==> src/rtl/decimal_number_token_parser_core_assert.svh <==
// ----------------------------------------------------------------------------
// assertion macros for the decimal number token parser
// concurrent checks in simulation, empty when SYNTH is defined
// ----------------------------------------------------------------------------
`ifndef DECIMAL_NUMBER_TOKEN_PARSER_CORE_ASSERT_SVH
`define DECIMAL_NUMBER_TOKEN_PARSER_CORE_ASSERT_SVH
`ifndef SYNTH
`define DNP_ASSERT(lbl, clk, rstn, prop) \
  lbl: assert property (@(posedge clk) disable iff (!rstn) prop) \
    else $error("dnp assertion failed");
`define DNP_NEVER(lbl, clk, rstn, cond) \
  lbl: assert property (@(posedge clk) disable iff (!rstn) !(cond)) \
    else $error("dnp forbidden condition seen");
`else
`define DNP_ASSERT(lbl, clk, rstn, prop)
`define DNP_NEVER(lbl, clk, rstn, cond)
`endif
`endif

==> src/rtl/dnp_pkg.sv <==
// ----------------------------------------------------------------------------
// dnp_pkg
// widths, character codes, descriptor types and the power-of-ten table
// ----------------------------------------------------------------------------
package dnp_pkg;

  localparam int CharW         = 8;
  localparam int IntW          = 63;
  localparam int FracBits      = 32;
  localparam int FracAccW      = 60;
  localparam int MaxChars      = 4096;
  localparam int PosW          = $clog2(MaxChars + 1);
  localparam int MaxFracDigits = 18;
  localparam int CntW          = 5;
  localparam int ZeroW         = 13;
  localparam int ZexpW         = 4;
  localparam int ZeroDivLimit  = 10;
  localparam int IterW         = $clog2(FracBits);
  localparam int QueueDepth    = 2;
  localparam int QueuePtrW     = $clog2(QueueDepth);
  localparam int QueueCntW     = $clog2(QueueDepth + 1);

  localparam logic [ZeroW-1:0] ZeroMax = {ZeroW{1'b1}};
  localparam logic [IntW-1:0]  IntMax  = {IntW{1'b1}};

  localparam logic [CharW-1:0] ChZero  = 8'd48;
  localparam logic [CharW-1:0] ChNine  = 8'd57;
  localparam logic [CharW-1:0] ChDot   = 8'd46;
  localparam logic [CharW-1:0] ChSpace = 8'd32;
  localparam logic [CharW-1:0] ChTab   = 8'd9;
  localparam logic [CharW-1:0] ChCr    = 8'd13;

  // one finished number, as handed from the parser to the divider
  typedef struct packed {
    logic                ok;
    logic                is_int;
    logic [IntW-1:0]     int_part;
    logic [PosW-1:0]     consumed;
    logic                ovf;
    logic                div_en;
    logic [FracAccW-1:0] frac_acc;
    logic [CntW-1:0]     frac_cnt;
    logic [ZexpW-1:0]    zero_exp;
  } desc_t;

  typedef struct packed {
    logic                ok;
    logic                is_int;
    logic [IntW-1:0]     int_part;
    logic [FracBits-1:0] frac;
    logic [PosW-1:0]     consumed;
    logic                ovf;
  } res_t;

  function automatic logic [FracAccW-1:0] pow10(input logic [CntW-1:0] e);
    logic [FracAccW-1:0] v;
    case (e)
      5'd0:    v = 60'd1;
      5'd1:    v = 60'd10;
      5'd2:    v = 60'd100;
      5'd3:    v = 60'd1000;
      5'd4:    v = 60'd10000;
      5'd5:    v = 60'd100000;
      5'd6:    v = 60'd1000000;
      5'd7:    v = 60'd10000000;
      5'd8:    v = 60'd100000000;
      5'd9:    v = 60'd1000000000;
      5'd10:   v = 60'd10000000000;
      5'd11:   v = 60'd100000000000;
      5'd12:   v = 60'd1000000000000;
      5'd13:   v = 60'd10000000000000;
      5'd14:   v = 60'd100000000000000;
      5'd15:   v = 60'd1000000000000000;
      5'd16:   v = 60'd10000000000000000;
      5'd17:   v = 60'd100000000000000000;
      5'd18:   v = 60'd1000000000000000000;
      default: v = 60'd1;
    endcase
    return v;
  endfunction

endpackage

==> src/rtl/dnp_queue.sv <==
// ----------------------------------------------------------------------------
// dnp_queue
// two-entry descriptor queue between the parser and the divider
// ----------------------------------------------------------------------------
`include "decimal_number_token_parser_core_assert.svh"

module dnp_queue (
  input  logic           clk_i,
  input  logic           rst_ni,
  input  logic           push_i,
  input  dnp_pkg::desc_t data_i,
  output logic           full_o,
  input  logic           pop_i,
  output logic           empty_o,
  output dnp_pkg::desc_t data_o
);
  import dnp_pkg::*;

  desc_t                mem_q [QueueDepth];
  logic [QueuePtrW-1:0] wr_ptr_q, wr_ptr_d, rd_ptr_q, rd_ptr_d;
  logic [QueueCntW-1:0] cnt_q, cnt_d;

  assign full_o  = (cnt_q == QueueCntW'(QueueDepth));
  assign empty_o = (cnt_q == '0);
  assign data_o  = mem_q[rd_ptr_q];

  always_comb begin
    wr_ptr_d = wr_ptr_q;
    rd_ptr_d = rd_ptr_q;
    cnt_d    = cnt_q;
    if (push_i) begin
      wr_ptr_d = (wr_ptr_q == QueuePtrW'(QueueDepth - 1)) ? '0 : wr_ptr_q + 1'b1;
    end
    if (pop_i) begin
      rd_ptr_d = (rd_ptr_q == QueuePtrW'(QueueDepth - 1)) ? '0 : rd_ptr_q + 1'b1;
    end
    case ({push_i, pop_i})
      2'b10:   cnt_d = cnt_q + 1'b1;
      2'b01:   cnt_d = cnt_q - 1'b1;
      default: cnt_d = cnt_q;
    endcase
  end

  always_ff @(posedge clk_i or negedge rst_ni) begin
    if (!rst_ni) begin
      wr_ptr_q <= '0;
      rd_ptr_q <= '0;
      cnt_q    <= '0;
    end else begin
      wr_ptr_q <= wr_ptr_d;
      rd_ptr_q <= rd_ptr_d;
      cnt_q    <= cnt_d;
    end
  end

  always_ff @(posedge clk_i) begin
    if (push_i) begin
      mem_q[wr_ptr_q] <= data_i;
    end
  end

  `DNP_NEVER(a_queue_overrun, clk_i, rst_ni, push_i && full_o)
  `DNP_NEVER(a_queue_underrun, clk_i, rst_ni, pop_i && empty_o)
  `DNP_ASSERT(a_queue_count_range, clk_i, rst_ni, cnt_q <= QueueCntW'(QueueDepth))

endmodule

==> src/rtl/dnp_front.sv <==
// ----------------------------------------------------------------------------
// dnp_front
// character-level parser: whitespace, integer digits, dot, zeros, fraction
// ----------------------------------------------------------------------------
module dnp_front (
  input  logic                      clk_i,
  input  logic                      rst_ni,
  input  logic                      in_valid_i,
  output logic                      in_ready_o,
  input  logic [dnp_pkg::CharW-1:0] char_code_i,
  input  logic                      last_char_i,
  input  logic                      full_i,
  output logic                      push_o,
  output dnp_pkg::desc_t            desc_o
);
  import dnp_pkg::*;

  localparam logic [2:0] PhStart = 3'd0;
  localparam logic [2:0] PhInt   = 3'd1;
  localparam logic [2:0] PhDot   = 3'd2;
  localparam logic [2:0] PhFrac  = 3'd3;
  localparam logic [2:0] PhDone  = 3'd4;

  logic [2:0]          phase_q, phase_d, ph_u;
  logic [IntW-1:0]     int_q, int_d, int_u;
  logic [FracAccW-1:0] frac_q, frac_d, frac_u;
  logic [ZeroW-1:0]    zc_q, zc_d, zc_u;
  logic [CntW-1:0]     cnt_q, cnt_d, cnt_u;
  logic [PosW-1:0]     pos_q, pos_d, pos_u;
  logic                ovf_q, ovf_d, ovf_u;

  logic                is_dig, is_ws, fits, consume, emit, accept, ok_u;
  logic [3:0]          dval;
  logic [IntW+3:0]     int_x10;
  logic [FracAccW-1:0] frac_x10;

  assign in_ready_o = !full_i;
  assign accept     = in_valid_i && in_ready_o;

  assign is_dig  = (char_code_i >= ChZero) && (char_code_i <= ChNine);
  assign is_ws   = (char_code_i == ChSpace) ||
                   ((char_code_i >= ChTab) && (char_code_i <= ChCr));
  assign dval    = char_code_i[3:0];
  assign int_x10 = {1'b0, int_q, 3'b000} + {3'b000, int_q, 1'b0} + (IntW + 4)'(dval);
  assign frac_x10 = {frac_q[FracAccW-4:0], 3'b000} + {frac_q[FracAccW-2:0], 1'b0}
                  + FracAccW'(dval);

  always_comb begin
    ph_u    = phase_q;
    int_u   = int_q;
    frac_u  = frac_q;
    zc_u    = zc_q;
    cnt_u   = cnt_q;
    ovf_u   = ovf_q;
    fits    = 1'b1;
    consume = 1'b0;
    unique case (phase_q)
      PhStart: begin
        if (is_ws) begin
          consume = 1'b1;
        end else if (is_dig) begin
          int_u   = IntW'(dval);
          ph_u    = PhInt;
          consume = 1'b1;
        end else begin
          fits = 1'b0;
        end
      end
      PhInt: begin
        if (char_code_i == ChDot) begin
          ph_u    = PhDot;
          consume = 1'b1;
        end else if (is_dig) begin
          // saturate once the value would pass the top of the range
          if (int_x10[IntW+3:IntW] != '0) begin
            int_u = IntMax;
            ovf_u = 1'b1;
          end else begin
            int_u = int_x10[IntW-1:0];
          end
          consume = 1'b1;
        end else begin
          fits = 1'b0;
        end
      end
      PhDot: begin
        if (char_code_i == ChZero) begin
          if (zc_q != ZeroMax) zc_u = zc_q + 1'b1;
          consume = 1'b1;
        end else if (is_dig) begin
          frac_u  = FracAccW'(dval);
          cnt_u   = CntW'(1);
          ph_u    = PhFrac;
          consume = 1'b1;
        end else begin
          fits = 1'b0;
        end
      end
      PhFrac: begin
        if (is_dig) begin
          if (cnt_q < CntW'(MaxFracDigits)) begin
            frac_u = frac_x10;
            cnt_u  = cnt_q + 1'b1;
          end else begin
            ovf_u = 1'b1;
          end
          consume = 1'b1;
        end else begin
          fits = 1'b0;
        end
      end
      default: begin
        fits = 1'b1;
      end
    endcase
  end

  assign pos_u = (consume && (pos_q < PosW'(MaxChars))) ? pos_q + 1'b1 : pos_q;
  assign emit  = (phase_q != PhDone) && (!fits || last_char_i);
  assign push_o = accept && emit;

  assign ok_u = (ph_u == PhInt) || (ph_u == PhFrac) || ((ph_u == PhDot) && (zc_u != '0));

  always_comb begin
    desc_o          = '0;
    desc_o.ok       = ok_u;
    desc_o.is_int   = (ph_u == PhInt);
    desc_o.int_part = ok_u ? int_u : '0;
    desc_o.consumed = ok_u ? pos_u : '0;
    desc_o.ovf      = ok_u && ovf_u;
    // the divide runs only where the fraction can be nonzero
    desc_o.div_en   = ok_u && (ph_u != PhInt) && (cnt_u != '0) &&
                      (zc_u < ZeroW'(ZeroDivLimit));
    desc_o.frac_acc = frac_u;
    desc_o.frac_cnt = cnt_u;
    desc_o.zero_exp = zc_u[ZexpW-1:0];
  end

  always_comb begin
    phase_d = phase_q;
    int_d   = int_q;
    frac_d  = frac_q;
    zc_d    = zc_q;
    cnt_d   = cnt_q;
    pos_d   = pos_q;
    ovf_d   = ovf_q;
    if (accept) begin
      if (last_char_i) begin
        phase_d = PhStart;
        int_d   = '0;
        frac_d  = '0;
        zc_d    = '0;
        cnt_d   = '0;
        pos_d   = '0;
        ovf_d   = 1'b0;
      end else if (phase_q != PhDone) begin
        phase_d = emit ? PhDone : ph_u;
        int_d   = int_u;
        frac_d  = frac_u;
        zc_d    = zc_u;
        cnt_d   = cnt_u;
        pos_d   = pos_u;
        ovf_d   = ovf_u;
      end
    end
  end

  always_ff @(posedge clk_i or negedge rst_ni) begin
    if (!rst_ni) begin
      phase_q <= PhStart;
      int_q   <= '0;
      frac_q  <= '0;
      zc_q    <= '0;
      cnt_q   <= '0;
      pos_q   <= '0;
      ovf_q   <= 1'b0;
    end else begin
      phase_q <= phase_d;
      int_q   <= int_d;
      frac_q  <= frac_d;
      zc_q    <= zc_d;
      cnt_q   <= cnt_d;
      pos_q   <= pos_d;
      ovf_q   <= ovf_d;
    end
  end

endmodule

==> src/rtl/dnp_back.sv <==
// ----------------------------------------------------------------------------
// dnp_back
// bit-serial fraction divider and result register
// ----------------------------------------------------------------------------
`include "decimal_number_token_parser_core_assert.svh"

module dnp_back (
  input  logic           clk_i,
  input  logic           rst_ni,
  input  logic           empty_i,
  input  dnp_pkg::desc_t desc_i,
  output logic           pop_o,
  output logic           out_valid_o,
  input  logic           out_ready_i,
  output dnp_pkg::res_t  res_o
);
  import dnp_pkg::*;

  localparam logic [1:0] StIdle = 2'd0;
  localparam logic [1:0] StDiv1 = 2'd1;
  localparam logic [1:0] StDiv2 = 2'd2;
  localparam logic [1:0] StFin  = 2'd3;

  logic [1:0]          state_q, state_d;
  desc_t               cur_q, cur_d;
  logic [FracAccW-1:0] den_q, den_d, rem_q, rem_d;
  logic [FracBits-1:0] quo_q, quo_d;
  logic [IterW-1:0]    iter_q, iter_d;
  res_t                res_q, res_d;
  logic                out_valid_q, out_valid_d;

  logic                out_free, load_out, ge;
  logic [FracAccW:0]   shifted, diff;
  res_t                res_new;

  assign out_free = !out_valid_q || out_ready_i;
  assign pop_o    = (state_q == StIdle) && !empty_i && (desc_i.div_en || out_free);

  // one restoring step: bring in the top quotient bit, subtract if it fits
  assign shifted = {rem_q, quo_q[FracBits-1]};
  assign diff    = shifted - {1'b0, den_q};
  assign ge      = !diff[FracAccW];

  always_comb begin
    state_d  = state_q;
    cur_d    = cur_q;
    den_d    = den_q;
    rem_d    = rem_q;
    quo_d    = quo_q;
    iter_d   = iter_q;
    load_out = 1'b0;
    res_new  = '0;
    unique case (state_q)
      StIdle: begin
        if (pop_o) begin
          cur_d = desc_i;
          if (desc_i.div_en) begin
            den_d   = pow10(desc_i.frac_cnt);
            rem_d   = desc_i.frac_acc;
            quo_d   = '0;
            iter_d  = '0;
            state_d = StDiv1;
          end else begin
            load_out          = 1'b1;
            res_new.ok        = desc_i.ok;
            res_new.is_int    = desc_i.is_int;
            res_new.int_part  = desc_i.int_part;
            res_new.consumed  = desc_i.consumed;
            res_new.ovf       = desc_i.ovf;
          end
        end
      end
      StDiv1, StDiv2: begin
        rem_d  = ge ? diff[FracAccW-1:0] : shifted[FracAccW-1:0];
        quo_d  = {quo_q[FracBits-2:0], ge};
        iter_d = iter_q + 1'b1;
        if (iter_q == IterW'(FracBits - 1)) begin
          if ((state_q == StDiv1) && (cur_q.zero_exp != '0)) begin
            // second pass scales down by the zeros after the dot
            den_d   = pow10(CntW'(cur_q.zero_exp));
            rem_d   = '0;
            iter_d  = '0;
            state_d = StDiv2;
          end else begin
            state_d = StFin;
          end
        end
      end
      StFin: begin
        if (out_free) begin
          load_out         = 1'b1;
          res_new.ok       = cur_q.ok;
          res_new.is_int   = cur_q.is_int;
          res_new.int_part = cur_q.int_part;
          res_new.frac     = quo_q;
          res_new.consumed = cur_q.consumed;
          res_new.ovf      = cur_q.ovf;
          state_d          = StIdle;
        end
      end
      default: state_d = StIdle;
    endcase
  end

  always_comb begin
    res_d       = res_q;
    out_valid_d = out_valid_q;
    if (load_out) begin
      res_d       = res_new;
      out_valid_d = 1'b1;
    end else if (out_ready_i) begin
      out_valid_d = 1'b0;
    end
  end

  assign out_valid_o = out_valid_q;
  assign res_o       = res_q;

  always_ff @(posedge clk_i or negedge rst_ni) begin
    if (!rst_ni) begin
      state_q     <= StIdle;
      out_valid_q <= 1'b0;
      iter_q      <= '0;
    end else begin
      state_q     <= state_d;
      out_valid_q <= out_valid_d;
      iter_q      <= iter_d;
    end
  end

  always_ff @(posedge clk_i) begin
    cur_q <= cur_d;
    den_q <= den_d;
    rem_q <= rem_d;
    quo_q <= quo_d;
    res_q <= res_d;
  end

  `DNP_ASSERT(a_div_den_nonzero, clk_i, rst_ni, (state_q == StDiv1 || state_q == StDiv2) |-> (den_q != '0))
  `DNP_ASSERT(a_div_rem_below_den, clk_i, rst_ni, (state_q == StDiv1 || state_q == StDiv2) |-> (rem_q < den_q))
  `DNP_ASSERT(a_div_only_when_needed, clk_i, rst_ni, (state_q == StDiv1) |-> cur_q.div_en)

endmodule

==> src/rtl/decimal_number_token_parser_core.sv <==
// result path: the ending beat's number is written into the queue; integers, failures,
//   zero fractions and fractions with ten or more zeros after the dot go from the queue
//   head to the result register; other fractions run one or two divide passes first
// throughput: one character per cycle while the two-entry number queue has room
// reset: rst_ni is asynchronous, active low; parser, queue and divider return to idle
// ----------------------------------------------------------------------------
// decimal_number_token_parser_core
// streams text one byte a beat and returns one parsed number result per buffer
// token, with the fraction given as unsigned 0.32 fixed point
// ----------------------------------------------------------------------------
module decimal_number_token_parser_core (
  input  logic                         clk_i,
  input  logic                         rst_ni,
  // character channel
  input  logic                         in_valid_i,
  output logic                         in_ready_o,
  input  logic [dnp_pkg::CharW-1:0]    char_code_i,
  input  logic                         last_char_i,
  // result channel
  output logic                         out_valid_o,
  input  logic                         out_ready_i,
  output logic                         ok_o,
  output logic                         is_integer_o,
  output logic [dnp_pkg::IntW-1:0]     integer_part_o,
  output logic [dnp_pkg::FracBits-1:0] fraction_fixed_o,
  output logic [dnp_pkg::PosW-1:0]     consumed_o,
  output logic                         overflow_o
);
  import dnp_pkg::*;

  // front to queue
  logic  push;
  desc_t push_desc;
  // queue to back
  logic  q_full, q_empty, pop;
  desc_t head_desc;
  res_t  res;

  // parser: classifies each beat and accumulates digits; it only stalls when the
  // queue is full, so a long fraction divide holds up the character stream only then
  dnp_front u_front (
    .clk_i       (clk_i),
    .rst_ni      (rst_ni),
    .in_valid_i  (in_valid_i),
    .in_ready_o  (in_ready_o),
    .char_code_i (char_code_i),
    .last_char_i (last_char_i),
    .full_i      (q_full),
    .push_o      (push),
    .desc_o      (push_desc)
  );

  // short decoupling queue of finished numbers
  dnp_queue u_queue (
    .clk_i   (clk_i),
    .rst_ni  (rst_ni),
    .push_i  (push),
    .data_i  (push_desc),
    .full_o  (q_full),
    .pop_i   (pop),
    .empty_o (q_empty),
    .data_o  (head_desc)
  );

  // divider: floor(digits * 2^32 / 10^count), then divided again by 10^zeros;
  // the result register parts it from the output handshake
  dnp_back u_back (
    .clk_i       (clk_i),
    .rst_ni      (rst_ni),
    .empty_i     (q_empty),
    .desc_i      (head_desc),
    .pop_o       (pop),
    .out_valid_o (out_valid_o),
    .out_ready_i (out_ready_i),
    .res_o       (res)
  );

  assign ok_o             = res.ok;
  assign is_integer_o     = res.is_int;
  assign integer_part_o   = res.int_part;
  assign fraction_fixed_o = res.frac;
  assign consumed_o       = res.consumed;
  assign overflow_o       = res.ovf;

endmodule
==> config.mk <==
export PLATFORM = sky130hd
export DESIGN_NAME = decimal_number_token_parser_core
export DESIGN_NICKNAME = d
export VERILOG_FILES = /design/src/rtl/dnp_pkg.sv /design/src/rtl/dnp_queue.sv /design/src/rtl/dnp_front.sv /design/src/rtl/dnp_back.sv /design/src/rtl/decimal_number_token_parser_core.sv
export VERILOG_INCLUDE_DIRS = /design/src /design/src/rtl
export SDC_FILE = /design/constraint.sdc
export NUM_CORES = 2
export LEC_CHECK = 0
export BUFFER_PORTS_ARGS = -buffer_cell sky130_fd_sc_hd__buf_2
export CORE_ASPECT_RATIO = 1.1
export CORE_MARGIN = 10
export CORE_UTILIZATION = 40
export CTS_CLUSTER_DIAMETER = 60
export CTS_CLUSTER_SIZE = 25
export DETAILED_ROUTE_END_ITERATION = 12
export HOLD_SLACK_MARGIN = 0.12
export SLEW_MARGIN = 10
export SYNTH_ARGS = -nofsm -noshare
export SYNTH_HDL_FRONTEND = slang
export SYNTH_SLANG_ARGS = --single-unit
==> constraint.sdc <==
create_clock -name clk_i -period 9.8 [get_ports clk_i]
set_input_delay 0.49 -clock clk_i [delete_from_list [all_inputs] [get_ports clk_i]]
set_output_delay 0.49 -clock clk_i [all_outputs]
set_load 0.03 [all_outputs]
==> results.rst <==
.. list-table::
   :header-rows: 1

   * - Metric
     - Value
   * - Slew margin rel.
     - 6.12%
   * - Pwr/cell area
     - 306 nW/um^2
   * - Initial core utilization
     - 40.3%
   * - Ratio of routed vias to standard cells
     - 5.82
   * - Max-cap violations
     - 0
   * - Ranking of synthesized cells by area
     - edfxtp_1 40%, dfrtp_1 9.0%, ha_1 8.5%, nand2_1 3.5%, a21oi_1 3.2%
   * - Total Negative Setup Slacks
     - 0 ns
   * - Count of warnings emitted by yosys
     - 0
   * - Number of standard-cell rows in the floorplan
     - 132
   * - Worst Max-Slew Pin Slew
     - 1.40 ns
   * - Number of hold-slack violations in the final timing report
     - 0
   * - Wire length of the first global-routing pass
     - 208000 um
   * - Final HPWL DP
     - 96000 um
   * - Seq/Total Area, Yosys
     - 51.0%
   * - Antenna violations before repair
     - 4
   * - Worst Slack Setup Final
     - 4.65 ns
   * - Max-slew violations
     - 0
   * - Share of final-layout standard cells stronger than drive strength 1
     - 10.3%
   * - TritonCTS clock tree
     - yes
   * - Post-route DRC
     - 0
   * - Sum of routed wire length over all layers
     - 136000 um
   * - Worst ir drop on vdd
     - 0.375 mV
   * - Setup repair after global routing missed its margin
     - no
   * - Routed length per placed instance
     - 22.3 um
   * - GR Util All Layers
     - 19.8%
   * - Startpoint kind of the worst setup timing path
     - register
   * - Fmax
     - 194 MHz
   * - Clock latency on the worst-skew pair
     - 0.69 ns
   * - Setup-violating endpoint count in the final report
     - 0
   * - ANT cells
     - 0
   * - Via count of the first global-routing pass
     - 34.9k
   * - Synth area leader
     - edfxtp_1
   * - Worst setup path category
     - register to register
   * - CP Capture Type
     - register
   * - Area Growth Syn to Fin
     - 10.6%
   * - Data required time at the worst endpoint
     - 10.23 ns
   * - Global placer's final weighted congestion
     - 0.912
   * - Biggest fanout along the worst timing path
     - 50
   * - Final Hold Slack
     - 0.235 ns
   * - Initial drt markers
     - 2964
   * - Port buffer count
     - 125
   * - Net count after synthesis
     - 4802
   * - Most common flop cell mapped by yosys
     - edfxtp_1
   * - Portion of total power attributed to sequential cells
     - 35.4%
   * - Via count of the routed design
     - 35.4k
   * - H-tree levels
     - 3
   * - Outcome
     - finished clean
   * - Post-placement setup slack
     - 4.49 ns
   * - Clock transition at the registers of the reported paths
     - 0.07 ns
   * - Share of power burned in combinational logic
     - 43.8%
   * - Initial DRT Pass Iterations
     - 6
   * - Die H
     - 381 um
   * - Clock net sink count
     - 848
   * - Leading cell type in the layout, fill and taps excluded
     - edfxtp_1
   * - Period minus WS final
     - 5.15 ns
   * - Area share of the largest cell type after synthesis
     - 40.2%
   * - Cell count after synthesis
     - 4461
   * - FF+latch count, synth
     - 848
   * - Largest clock skew in the final design
     - 0.0541 ns
   * - Clock root cell
     - clkbuf_16
   * - Area of the core
     - 118000 um^2
   * - Fin nets
     - 4819
   * - Number of buffers created by CTS
     - 79
   * - Min-delay worst type
     - input port to register
   * - Total Die Area
     - 133000 um^2
   * - Post-synthesis cell area
     - 47400 um^2
   * - Data arrival at the endpoint of the critical path
     - 5.58 ns
   * - Final cycle utilization of the critical path
     - 52.6%
   * - Final Util
     - 44.6%
   * - Number of different library cells in the post-synthesis netlist
     - 85
   * - Maximum number of pins on one net before global-route repair
     - 90
   * - Number of top-level pins
     - 126
   * - Power Internal
     - 9.32 mW
   * - Highest-count cells in the layout ignoring fill and taps
     - 635 x edfxtp_1, 446 x nand2_1, 357 x nor2_1
   * - Maximum number of buffers from clock root to sink
     - 3
   * - Avg Inst Size Synth
     - 10.6 um^2
   * - Number of antenna-violating nets in the routed design
     - 0
   * - Share of total power in the clock network
     - 20.8%
   * - Proportion of total power due to net switching
     - 42.0%
   * - Overflow after GRT
     - 0
   * - Cell leakage power
     - 21.3 nW
   * - Die Span X
     - 348 um
   * - Post-synth EDFFs
     - 635
   * - Share of async-settable or async-resettable flops after synthesis
     - 20.0%
   * - Switching Power
     - 6.75 mW
==> power by group through the flow <==
stage / Sequential (mW) / Combinational, mW / Clock, mW
global placement: 5.74 / 7.01 / 0
floorplan: 6.08 / 4.70 / 0
detailed placement: 5.77 / 7.04 / 0
CTS: 5.69 / 7.07 / 3.42
global route: 5.78 / 7.69 / 3.55
finish: 5.69 / 7.04 / 3.34
==> cell families (layout without fill, tap and decap cells) <==
| kind of cell | Yosys count | count (layout) | synth area share (%) |
|---|---|---|---|
| simple gates | 1264 | 1264 | 12.2 |
| compound gates | 1253 | 1253 | 16.9 |
| flops | 848 | 848 | 51.0 |
| buf+inv | 364 | 448 | 2.95 |
| fa+ha+maj | 328 | 328 | 8.73 |
| mux | 213 | 213 | 4.73 |
| xor+xnor | 191 | 191 | 3.53 |
==> state kept, by name, indices dropped and copies added (netlist names), 2 cells and up, named ones only <==
| signal | cells |
|---|---|
| u_back.state_q | 2 |
| u_queue.cnt_q | 2 |
| u_back.res_o | 111 |
| u_front.phase_q | 3 |
| u_back.cur_q | 83 |
| u_front.zc_q | 13 |
| u_back.quo_q | 32 |
| u_back.den_q | 51 |
| u_front.pos_q | 13 |
| u_back.rem_q | 60 |
| u_front.cnt_q | 5 |
| u_front.int_q | 63 |
| u_back.iter_q | 5 |
| u_front.frac_q | 60 |
| u_queue.mem_q | 298 |
==> metrics by stage <==
step	total power, mW	cells	instance area [um^2]
after floorplan	10.8	4461	47400
after global placement	12.7	5937	49600
after detailed placement	12.8	5937	49600
after CTS	16.2	6086	52500
after global routing	17.0	6086	52500
final	16.1	6086	52500
==> routing by layer <==
layer | routed length, um | global-route usage (%) | up-vias
met4 | 6100 | 8.52 | 8
met2 | 66300 | 33.9 | 992
met1 | 56800 | 25.0 | 17400
met5 | 56 | 0 | -
li1 | - | - | 16800
met3 | 6500 | 2.64 | 277
==> cell usage after synthesis, drive strengths merged (100+ instances only) <==
cell type,number
a21oi,306
a22o,100
clkbuf,214
dfrtp,170
edfxtp,635
ha,323
inv,121
mux2i,122
nand2,448
nor2,369
o21ai,324
xnor2,120
==> critical path, stage by stage, from the launching register on <==
cell	delay [ns]
dfrtp_1	0.45
fa_1	0.54
fa_1	0.50
a211oi_1	0.24
o21bai_1	0.19
o221ai_1	0.40
a31oi_1	0.26
a31oi_1	0.52
o22ai_1	0.18
a21oi_1	0.24
nand3_2	0.21
buf_4	0.40
or3_1	0.46
a32o_1	0.28
==> worst paths after layout <==
path | start | end | slack (ns) | cells past startpoint
hold reg to reg | u_front.ovf_q$_DFFE_PN0P_ | u_front.ovf_q$_DFFE_PN0P_ | 0.49 | 2
setup / recovery | u_front.int_q[0]$_DFFE_PN0P_ | u_queue.mem_q[0][135]$_DFFE_PP_ | 4.65 | 13
setup reg to reg | u_front.int_q[0]$_DFFE_PN0P_ | u_queue.mem_q[0][135]$_DFFE_PP_ | 4.65 | 13
max in group asynchronous | rst_ni | u_front.int_q[40]$_DFFE_PN0P_ | 7.13 | 4
min in group asynchronous | rst_ni | u_front.frac_q[15]$_DFFE_PN0P_ | 0.43 | 2
hold / removal | in_valid_i | u_front.phase_q[0]$_DFFE_PN0P_ | 0.24 | 3
==> area by class of cell <==
| cell class | count | area, um^2 |
|---|---|---|
| clock buffer | 86 | 2010 |
| clock inverter | 62 | 867 |
| fill | 11000 | 65300 |
| inverter | 123 | 464 |
| multi-input combinational | 3249 | 22000 |
| sequential | 848 | 24200 |
| tap | 1541 | 1930 |
| timing repair buffer | 177 | 1030 |
==> repair_timing <==
| item | 4_1_cts | 5_1_grt |
|---|---|---|
| setup buffers | 0 | 0 |
| endpoints found under the setup margin | 0 | 0 |
| hold buffers | 1 | 0 |
| resized for setup | 0 | 0 |
| endpoints found under the hold margin | 52 | 0 |
Note: power is estimated with default switching activity, not from simulation.
